$ cat config.mk
export PLATFORM = sky130hd
export DESIGN_NAME = ugli_mul
export DESIGN_NICKNAME = d
export VERILOG_FILES = /design/src/sv/ugli_pkg.sv /design/src/sv/ugli_mul.sv
export SDC_FILE = /design/constraint.sdc
export NUM_CORES = 2
export LEC_CHECK = 0
export BUFFER_PORTS_ARGS = -buffer_cell sky130_fd_sc_hd__buf_2
export CORE_MARGIN = 3
export CORE_UTILIZATION = 45
export CTS_CLUSTER_SIZE = 28
export DETAILED_ROUTE_END_ITERATION = 8
export PLACE_DENSITY = 0.57
export SLEW_MARGIN = 20
export SYNTH_ARGS = -nofsm -noshare
export SYNTH_HDL_FRONTEND = slang
export SYNTH_SLANG_ARGS = --single-unit
$ cat constraint.sdc
create_clock -name clk -period 9.5 [get_ports clk]
set_input_delay 0.95 -clock clk [delete_from_list [all_inputs] [get_ports clk]]
set_output_delay 0.95 -clock clk [all_outputs]
set_load 0.02 [all_outputs]
$ cat src/sv/ugli_pkg.sv
package ugli_pkg;

  // table geometry
  localparam int TABLE_DEPTH = 1024;
  localparam int ADDR_W      = $clog2(TABLE_DEPTH);
  localparam int NEFF_W      = ADDR_W + 1;

  // field widths
  localparam int DATA_W  = 32;
  localparam int STEP_W  = 31;
  localparam int PCNT_W  = 11;
  localparam int IDX_W   = 10;
  localparam int PROD_W  = 2 * DATA_W;

  // stream and register port widths
  localparam int IN_TDATA_W  = 80;
  localparam int OUT_TDATA_W = 32;
  localparam int CFG_ADDR_W  = 4;
  localparam int CFG_DATA_W  = 32;

  // divider iteration counter width
  localparam int DIV_CNT_W = $clog2(DATA_W);

  typedef enum logic [1:0] {
    REG_GRID_START  = 2'd0,
    REG_RANGE_END   = 2'd1,
    REG_GRID_STEP   = 2'd2,
    REG_POINT_COUNT = 2'd3
  } reg_idx_t;

  typedef enum logic [3:0] {
    ST_IDLE,
    ST_DIV_IDX,
    ST_INDEX,
    ST_RD0,
    ST_RD1,
    ST_RD2,
    ST_MUL_M,
    ST_MUL_R,
    ST_FRAC_GO,
    ST_DIV_FRAC,
    ST_SUM,
    ST_DONE
  } state_t;

  typedef struct packed {
    logic              start;
    logic [STEP_W-1:0] hi;
    logic [DATA_W-1:0] lo;
    logic [STEP_W-1:0] divisor;
  } div_req_t;

  typedef struct packed {
    logic              done;
    logic [DATA_W-1:0] quo;
    logic [STEP_W-1:0] rem;
  } div_rsp_t;

endpackage

$ cat src/sv/ugli_mul.sv
module ugli_mul (
  input  logic                          clk,
  input  logic [ugli_pkg::DATA_W-1:0]   a,
  input  logic [ugli_pkg::DATA_W-1:0]   b,
  output logic [ugli_pkg::PROD_W-1:0]   p
);
  import ugli_pkg::*;

  logic [PROD_W-1:0] p_r;
  logic [PROD_W-1:0] p_nxt;

  // unsigned 32x32, registered product
  assign p_nxt = PROD_W'(a) * PROD_W'(b);
  assign p     = p_r;

  always_ff @(posedge clk) begin
    p_r <= p_nxt;
  end

endmodule

==> results.py <==
metrics = {
    "synthesis": {
        "synthCells": 3758,
        "synth_flop_cell": "dfxtp_1",
        "yosysWarnings": 0,
        "synth-simple-area-share_pct": 17.7,
        "ys_ff_latch": 64,
        "synth_compound_area_share_pct": 3.92,
        "synth_area_leaders": "fa_1 (52%), and2_1 (11%), ha_1 (9.5%)",
        "synth_area_per_cell_sq_um": 9.21,
        "synth_top_family_by_area": "adder cells",
        "synth_edf_count": 0,
        "synth.area.mux_share_pct": 0.0289,
        "synth_common_cells": "fa_1 (896), inv_1 (863), and2_1 (603)",
        "synthesis.nets": 4982,
        "ys_types": 56,
        "synth.most_common_cell": "fa_1",
        "synth_top_area_share_pct": 51.8,
        "synthXorXnorAreaFrac_pct": 1.49,
        "synthArstFlopShare_pct": 0,
        "seq_area_frac_synth_pct": 3.70,
        "yosys.area.top_type": "fa_1",
        "synth_fa_ha_area_share_pct": 61.3,
        "netlist_area_sq_um": 34600,
    },
    "timing": {
        "setup_tns_ps": 0,
        "fin_crit_ps": 8650,
        "rsz0062_at_grt": "no",
        "slew_headroom_pct": 35.2,
        "finalCritPeriodShare_pct": 91.1,
        "worst_pin_slew_ps": 972,
        "slew_violations": 0,
        "final-setup-viol-count": 0,
        "timing.fmax_ghz": 0.116,
        "finalHoldViolations": 0,
    },
    "cells_and_area": {
        "drive_gt1_share_pct": 4.94,
        "fillers": 7463,
        "final_area_sq_um": 36200,
        "layoutNonFillerInstCount": 4735,
        "synthToLayoutAreaGrowth_pct": 4.57,
        "fin_nets": 4922,
        "largest_reg_flops": 64,
    },
    "routing": {
        "post_drt_wl_per_cell_um": 20.7,
        "wirelength_um": 98100,
        "drtIter0Drc": 1194,
        "drc": 0,
        "dr_wl_met3_um": 3680,
        "firstDrtPassIters": 5,
        "topRoutingLayerUsed": "met5",
        "antenna_left": 0,
        "dr_wl_met2_um": 51400,
        "wl_met1_um": 37700,
        "vias": 24600,
        "viasPerCell": 5.19,
    },
    "worst_setup_path": {
        "arrival_ps": 8930,
        "critPathKind": "in -> reg",
        "crit_path_end_kind": "register",
        "startpoint_type": "input pin",
        "cp_slowest_cell": "buf_2",
        "cp_common_cell": "fa_1",
        "worstPathCellList": "buf_2 -> nand2_1 -> fa_1 -> inv_1 -> fa_1 -> inv_1 -> fa_1 -> inv_1 -> fa_1 -> fa_1 -> fa_1 -> fa_1 -> inv_1 -> fa_1 -> inv_1 -> ha_1 -> nand4_1 -> or4_1 -> or3_1 -> a31oi_1 -> a31o_2 -> a211oi_1 -> o21ai_1 -> xor2_1",
        "crit_fanout": 32,
        "max_stage_delay_ps": 600,
        "crit_buf_inv": 6,
        "critPathRequiredTime_ps": 9780,
        "cp_top_family": "adder cells",
    },
    "grt": {
        "grt_pass1_wl_um": 157000,
        "grt_use_total_pct": 25.4,
        "overflow": 0,
        "grt_max_degree": 33,
        "grt_pass1_vias": 27300,
        "antenna_found_initial": 3,
    },
    "cts": {
        "clock_sinks": 64,
        "clock_path_buffers": 2,
        "cts_buffers": 9,
        "cts_setup_buffers": 0,
        "path_clk_slew_ps": 60,
        "cts_root_buf": "clkbuf_16",
        "h-tree-depth": 3,
        "cts_tree": "built",
        "cts_resized": 0,
        "cts_hold_buf": 0,
    },
    "status": {
        "run_status": "finished, final reports clean",
    },
    "floorplanning": {
        "io_pins": 129,
        "start_util_pct": 45.5,
        "chipWidth_um": 283,
        "die_h_um": 283,
        "num_rows": 101,
        "coreArea_sq_um": 76100,
        "dieArea_sq_um": 80300,
    },
    "placed_design": {
        "dp.cells": 4717,
        "dp_hpwl_um": 79300,
        "gp_congestion": 0.874,
        "portBuffers": 128,
        "post_dp_cell_area_sq_um": 35900,
    },
    "flow_run": {
        "maxCapViolations": 0,
    },
    "min_path": {
        "hold_path.class": "in -> reg",
    },
}
## per-layer routing
metal  GRT usage (%)  up-vias
li1                -    10700
met1            31.3    13000
met2            45.6      628
met3            2.06      213
met4            11.3        4
met5               0        -
## cell type report
type	instances	area, sq um	area share, %
multi-input combinational	2604	29200	80.8
inverter	863	3240	8.95
tap	1030	1290	3.56
sequential	64	1280	3.54
timing repair buffer	156	851	2.35
clock buffer	9	225	0.622
clock inverter	7	77.6	0.214
antenna	2	5.00	0.0138
## cells by family (layout without fill, tap and decap cells)
group,count (synthesis),in the layout
multiplexers,1,1
XOR/XNOR,59,59
buffers and inverters,1090,1035
AO/OA/AOI/OAI,205,205
other,0,2
adder cells (fa/ha/maj),1159,1159
AND/OR/NAND/NOR,1180,1180
flip-flops,64,64
## per-stage QoR
stage	util [%]	setup slack, ps	hold slack, ps
5_1_grt	47.6	512	1270
6_report	47.6	845	1270
2_1_floorplan	-	1800	1080
3_3_place_gp	47.2	725	1370
4_1_cts	47.6	955	1270
3_5_place_dp	47.2	570	1370
## final timing paths
path / from / end / slack [ps] / cells after the start
worst max-delay path: b[8] / p[62] / 850 / 24
worst min-delay path: b[0] / p[0] / 1270 / 2
## cells in the final DEF, fill, tap and decap left out, types with 4 or more instances in the layout
cell type    n
fa_1       896
inv_1      863
and2_1     603
nand2_1    478
ha_1       263
buf_2      128
a21oi_1     68
dfxtp_1     64
a21o_1      37
xnor2_1     33
o21ai_0     28
buf_4       28
xor2_1      26
nand4_1     24
nor2_1      21
and3_1      14
nand3_1     12
a31oi_1     11
o21bai_1    10
clkbuf_16    9
o21a_1       8
or3_1        5
nor3_1       5
a211oi_1     4
and4_1       4
a221o_1      4
Power is not shown: default switching activity piles up to over one toggle a cycle in this logic, so the estimate is an artifact.
