--- config.mk ---
export PLATFORM = sky130hd
export DESIGN_NAME = ugli_div
export DESIGN_NICKNAME = d
export VERILOG_FILES = /design/src/sv/ugli_pkg.sv /design/src/sv/ugli_div.sv
export SDC_FILE = /design/constraint.sdc
export NUM_CORES = 1
export LEC_CHECK = 0
export BUFFER_PORTS_ARGS = -buffer_cell sky130_fd_sc_hd__clkbuf_2
export CORE_ASPECT_RATIO = 1.1
export CORE_MARGIN = 2
export CORE_UTILIZATION = 45
export CTS_BUF_LIST = sky130_fd_sc_hd__clkbuf_4
export DETAILED_ROUTE_END_ITERATION = 12
export PLACE_DENSITY = 0.8
export SYNTH_ARGS = -nofsm -noshare
export SYNTH_HDL_FRONTEND = slang
export SYNTH_SLANG_ARGS = --single-unit
--- constraint.sdc ---
create_clock -name clk -period 3.9 [get_ports clk]
set_clock_uncertainty 0.2 [all_clocks]
set_input_delay 0.78 -clock clk [delete_from_list [all_inputs] [get_ports clk]]
set_output_delay 0.78 -clock clk [all_outputs]
set_load 0.01 [all_outputs]
--- src/sv/ugli_pkg.sv ---
package ugli_pkg;

  // table geometry
  localparam int TABLE_DEPTH = 1024;
  localparam int ADDR_W      = $clog2(TABLE_DEPTH);
  localparam int NEFF_W      = ADDR_W + 1;

  // field widths
  localparam int DATA_W  = 32;
  localparam int STEP_W  = 31;
  localparam int PCNT_W  = 11;
  localparam int IDX_W   = 10;
  localparam int PROD_W  = 2 * DATA_W;

  // stream and register port widths
  localparam int IN_TDATA_W  = 80;
  localparam int OUT_TDATA_W = 32;
  localparam int CFG_ADDR_W  = 4;
  localparam int CFG_DATA_W  = 32;

  // divider iteration counter width
  localparam int DIV_CNT_W = $clog2(DATA_W);

  typedef enum logic [1:0] {
    REG_GRID_START  = 2'd0,
    REG_RANGE_END   = 2'd1,
    REG_GRID_STEP   = 2'd2,
    REG_POINT_COUNT = 2'd3
  } reg_idx_t;

  typedef enum logic [3:0] {
    ST_IDLE,
    ST_DIV_IDX,
    ST_INDEX,
    ST_RD0,
    ST_RD1,
    ST_RD2,
    ST_MUL_M,
    ST_MUL_R,
    ST_FRAC_GO,
    ST_DIV_FRAC,
    ST_SUM,
    ST_DONE
  } state_t;

  typedef struct packed {
    logic              start;
    logic [STEP_W-1:0] hi;
    logic [DATA_W-1:0] lo;
    logic [STEP_W-1:0] divisor;
  } div_req_t;

  typedef struct packed {
    logic              done;
    logic [DATA_W-1:0] quo;
    logic [STEP_W-1:0] rem;
  } div_rsp_t;

endpackage

--- src/sv/ugli_div.sv ---
module ugli_div (
  input  logic                clk,
  input  logic                rst_n,
  input  ugli_pkg::div_req_t  req,
  output ugli_pkg::div_rsp_t  rsp
);
  import ugli_pkg::*;

  // restoring radix-2 divider, one quotient bit per cycle
  // dividend is {hi, lo} with hi below the divisor, so the quotient fits DATA_W bits
  logic [STEP_W-1:0]    rem_r, rem_nxt;
  logic [DATA_W-1:0]    quo_r, quo_nxt;
  logic [STEP_W-1:0]    dvs_r, dvs_nxt;
  logic [DIV_CNT_W-1:0] cnt_r, cnt_nxt;
  logic                 busy_r, busy_nxt;
  logic                 done_r, done_nxt;
  logic [STEP_W:0]      trial;
  logic [STEP_W:0]      diff;
  logic                 ge;

  assign trial = {rem_r, quo_r[DATA_W-1]};
  assign diff  = trial - {1'b0, dvs_r};
  assign ge    = trial >= {1'b0, dvs_r};

  always_comb begin
    rem_nxt  = rem_r;
    quo_nxt  = quo_r;
    dvs_nxt  = dvs_r;
    cnt_nxt  = cnt_r;
    busy_nxt = busy_r;
    done_nxt = 1'b0;
    if (req.start) begin
      rem_nxt  = req.hi;
      quo_nxt  = req.lo;
      dvs_nxt  = req.divisor;
      cnt_nxt  = '0;
      busy_nxt = 1'b1;
    end else if (busy_r) begin
      rem_nxt = ge ? diff[STEP_W-1:0] : trial[STEP_W-1:0];
      quo_nxt = {quo_r[DATA_W-2:0], ge};
      cnt_nxt = cnt_r + DIV_CNT_W'(1);
      if (cnt_r == DIV_CNT_W'(DATA_W - 1)) begin
        busy_nxt = 1'b0;
        done_nxt = 1'b1;
      end
    end
  end

  always_ff @(posedge clk) begin
    if (!rst_n) begin
      busy_r <= 1'b0;
      done_r <= 1'b0;
      cnt_r  <= '0;
    end else begin
      busy_r <= busy_nxt;
      done_r <= done_nxt;
      cnt_r  <= cnt_nxt;
    end
    rem_r <= rem_nxt;
    quo_r <= quo_nxt;
    dvs_r <= dvs_nxt;
  end

  assign rsp.done = done_r;
  assign rsp.quo  = quo_r;
  assign rsp.rem  = rem_r;

endmodule
==> impl_metrics.ini <==
[sta]
finalHoldViolCount = 0
tightestPinTransition_ns = 0.585
slew_viol_final = 0
setup_violations = 0
fmax_ghz = 0.280
max-slew-margin-rel_pct = 60.7
finalSetupTns_ns = 0
fin_crit_ns = 3.57
period_share_pct = 91.6
rsz0062_at_grt = no

[clock_network]
numCtsBuffers = 9
htree_levels = 3
clock-sinks = 101
clock_latency_ns = 0.48
postCtsSetupRepairBufs = 0
holdBufCountCts = 0
cts_tree = built
clk_pin_slew_ns = 0.16
cts_root_buf = clkbuf_4
clock_path_buffers = 2
post_cts_resized = 0

[logic_synthesis]
mappedNetlistNets = 687
seq_area_frac_synth_pct = 48.2
synthFlopType = edfxtp_1
ys_warn_count = 0
synth.avg_cell_area_um2 = 11.0
synth_cell_types = 66
synth-seq-cells = 101
synth_cells = 556
synth_edf_count = 94
async_reset_ff_share_pct = 0
netlist_area_mm2 = 0.00614

[power_and_ir_drop]
switching_share_pct = 42.5
leakage_nw = 3.19
switchingPower_mw = 2.08
internal_power_mw = 2.81
power_density_mw_per_mm2 = 675
p_clk_share_pct = 10.2
vdd_drop_max_mv = 0.309
power.share.sequential_pct = 34.1
pwr-share-comb_pct = 55.7

[setup_path]
cp-startpoint = rem_r[18]
r2r_slack_ns = 0.33
path_cells = ha_1, a21oi_1, o22a_1, a31oi_2, a31oi_1, nand2_1, o21ai_4, buf_4, o21ai_0, mux2_2
required_ns = 3.95
crit_family = compound AO/OA/AOI/OAI gates
critical_path_buf_inv_count = 1
r2r_end = rem_r[5]
rr_startpoint = rem_r[18]
ff2ff_path_depth = 10
endpoint_kind = flip-flop
path_class = flip-flop to flip-flop
cp_max_fo = 27
critPathMaxStageDelay_ns = 0.46
critical_path_arrival_ns = 3.62
cp-start-kind = flip-flop
slowest_stage = edfxtp_1

[global_routing]
antenna_found_initial = 1
first_global_vias = 4707
grt_usage_pct = 20.4
grt_overflow = 0
grt_max_degree = 64
grt_pass1_wl_mm = 23.1

[finish]
nNetsFinal = 841
final_layout_size_suffix_gt1_share_pct = 35.5
nFillCells = 1198
regArea_mm2 = 0.00296
area_growth_syn_to_layout_pct = 18.0
multi_input_area_mm2 = 0.00288
stdcell_count = 900

[hold_path]
min_delay_path_depth = 1
min_path_type = primary input to flip-flop
min_from = req[2]
whs_endpoint = dvs_r[2]

[floorplan]
core_mm2 = 0.0133
die_w_um = 115
rows = 44
design.die.area_mm2 = 0.0146
ios = 161
initial_core_util_pct = 46.3
die_y_um = 127

[routing]
detail-route-antenna-nets = 0
via_per_inst = 5.21
via_count = 4688
drt-pass1-iter-count = 4
wl_per_cell_um = 16.0
drc = 0
drtIter0Drc = 197
drt_wl_total_mm = 14.4

[place]
dp.cells = 883
port-buffer-count = 160
hpwl_mm = 11.1
place_congestion = 0.927

[status]
status = finished clean

[flow_run]
drv_cap = 0
cells by family after synthesis:
kind of cell	after synthesis	synth area share (%)
simple gates	130	10.4
fa+ha+maj	34	7.05
flops	101	48.2
buf+inv	71	4.87
compound gates	137	15.5
xor+xnor	28	3.99
mux	55	10.0
final cells by class:
cell class / instances / area share [%]
Clock buffer: 10 / 1.04
Timing Repair Buffer: 167 / 12.2
Sequential cell: 101 / 40.9
Multi-Input combinational cell: 384 / 39.7
Antenna cell: 1 / 0.0345
Inverter: 47 / 2.43
Clock inverter: 6 / 0.552
Tap cell: 184 / 3.18
worst max path at each step:
stage | end | slack, ns | cells after the start
after floorplan | rem_r[18] | 0.72 | 12
after global placement | rem_r[2] | 0.42 | 10
after detailed placement | rem_r[18] | 0.34 | 10
after CTS | rem_r[5] | 0.31 | 10
after global routing | rem_r[16] | 0.14 | 10
final | rem_r[5] | 0.33 | 10
power groups by stage:
stage,logic [mW],clock network [mW],registers (mW)
after floorplan,1.98,0,1.74
after global placement,2.67,0,1.69
after detailed placement,2.71,0,1.70
after CTS,2.72,0.520,1.67
after global routing,3.04,0.558,1.70
final,2.72,0.499,1.67
placed cells by master, fill, tap and decap left out, types with 6 or more instances in the layout:
master / instances
nor2_1: 32
buf_4: 6
nor3_1: 9
clkbuf_2: 159
dfxtp_1: 7
nand4_1: 7
xnor2_1: 15
a21o_1: 13
nor2b_1: 7
mux2_2: 50
nand3_1: 8
nand2_1: 43
o21ai_0: 35
a21oi_1: 37
edfxtp_1: 94
ha_1: 33
inv_1: 47
xor2_1: 13
clkbuf_4: 10
metrics by stage:
stage               cell area (um2)  power (mW)  utilization (%)  setup WS, ns  hold slack (ns)
floorplan                      6140        3.72                -         0.723            0.267
global placement               7130        4.36             53.7         0.422            0.286
detailed placement             7130        4.40             53.7         0.342            0.298
CTS                            7240        4.92             54.6         0.307            0.213
global route                   7250        5.30             54.6         0.138            0.227
finish                         7250        4.89             54.6         0.327            0.262
flip-flops by register name, indices dropped and copies added (netlist names):
signal  cells
busy_r      1
cnt_r       5
done_r      1
dvs_r      31
quo_r      32
rem_r      31
synthesized netlist by cell type, types with 4 or more instances:
master	instances	share of area, %
nor2_1	32	2.0
xor2_1	13	1.9
o21a_1	5	0.61
nor3_1	9	0.73
inv_1	47	2.9
mux2i_1	4	0.65
nand2_1	43	2.6
a31oi_1	4	0.41
clkbuf_1	10	0.61
nand2b_1	4	0.41
mux2_2	50	9.2
a21o_1	13	1.6
and3_1	5	0.51
nand4_1	7	0.71
edfxtp_1	94	46
xnor2_1	15	2.1
buf_2	11	0.90
nand3_1	8	0.65
a21oi_1	37	3.0
nor2b_1	7	0.71
ha_1	33	6.7
o21ai_0	35	2.9
dfxtp_1	7	2.3
a211oi_1	5	0.61
metal layers:
layer | vias up | track usage [%] | routed length, um
met5 | - | 0 | 0
met4 | 0 | 7.94 | 319
met3 | 20 | 6.21 | 1110
li1 | 2348 | - | -
met1 | 2170 | 24.6 | 6130
met2 | 150 | 34.2 | 6840
worst register-to-register path, delay by kind of cell, from the launching register on:
kind / cells / cell delay (ns)
DFF: 1 / 0.46
AOI/OAI and AO/OA: 6 / 1.48
muxes: 1 / 0.26
adders and majority gates: 1 / 0.42
and+or+nand+nor: 1 / 0.13
buffers and inverters: 1 / 0.37
(Power assumes the default switching activity.)
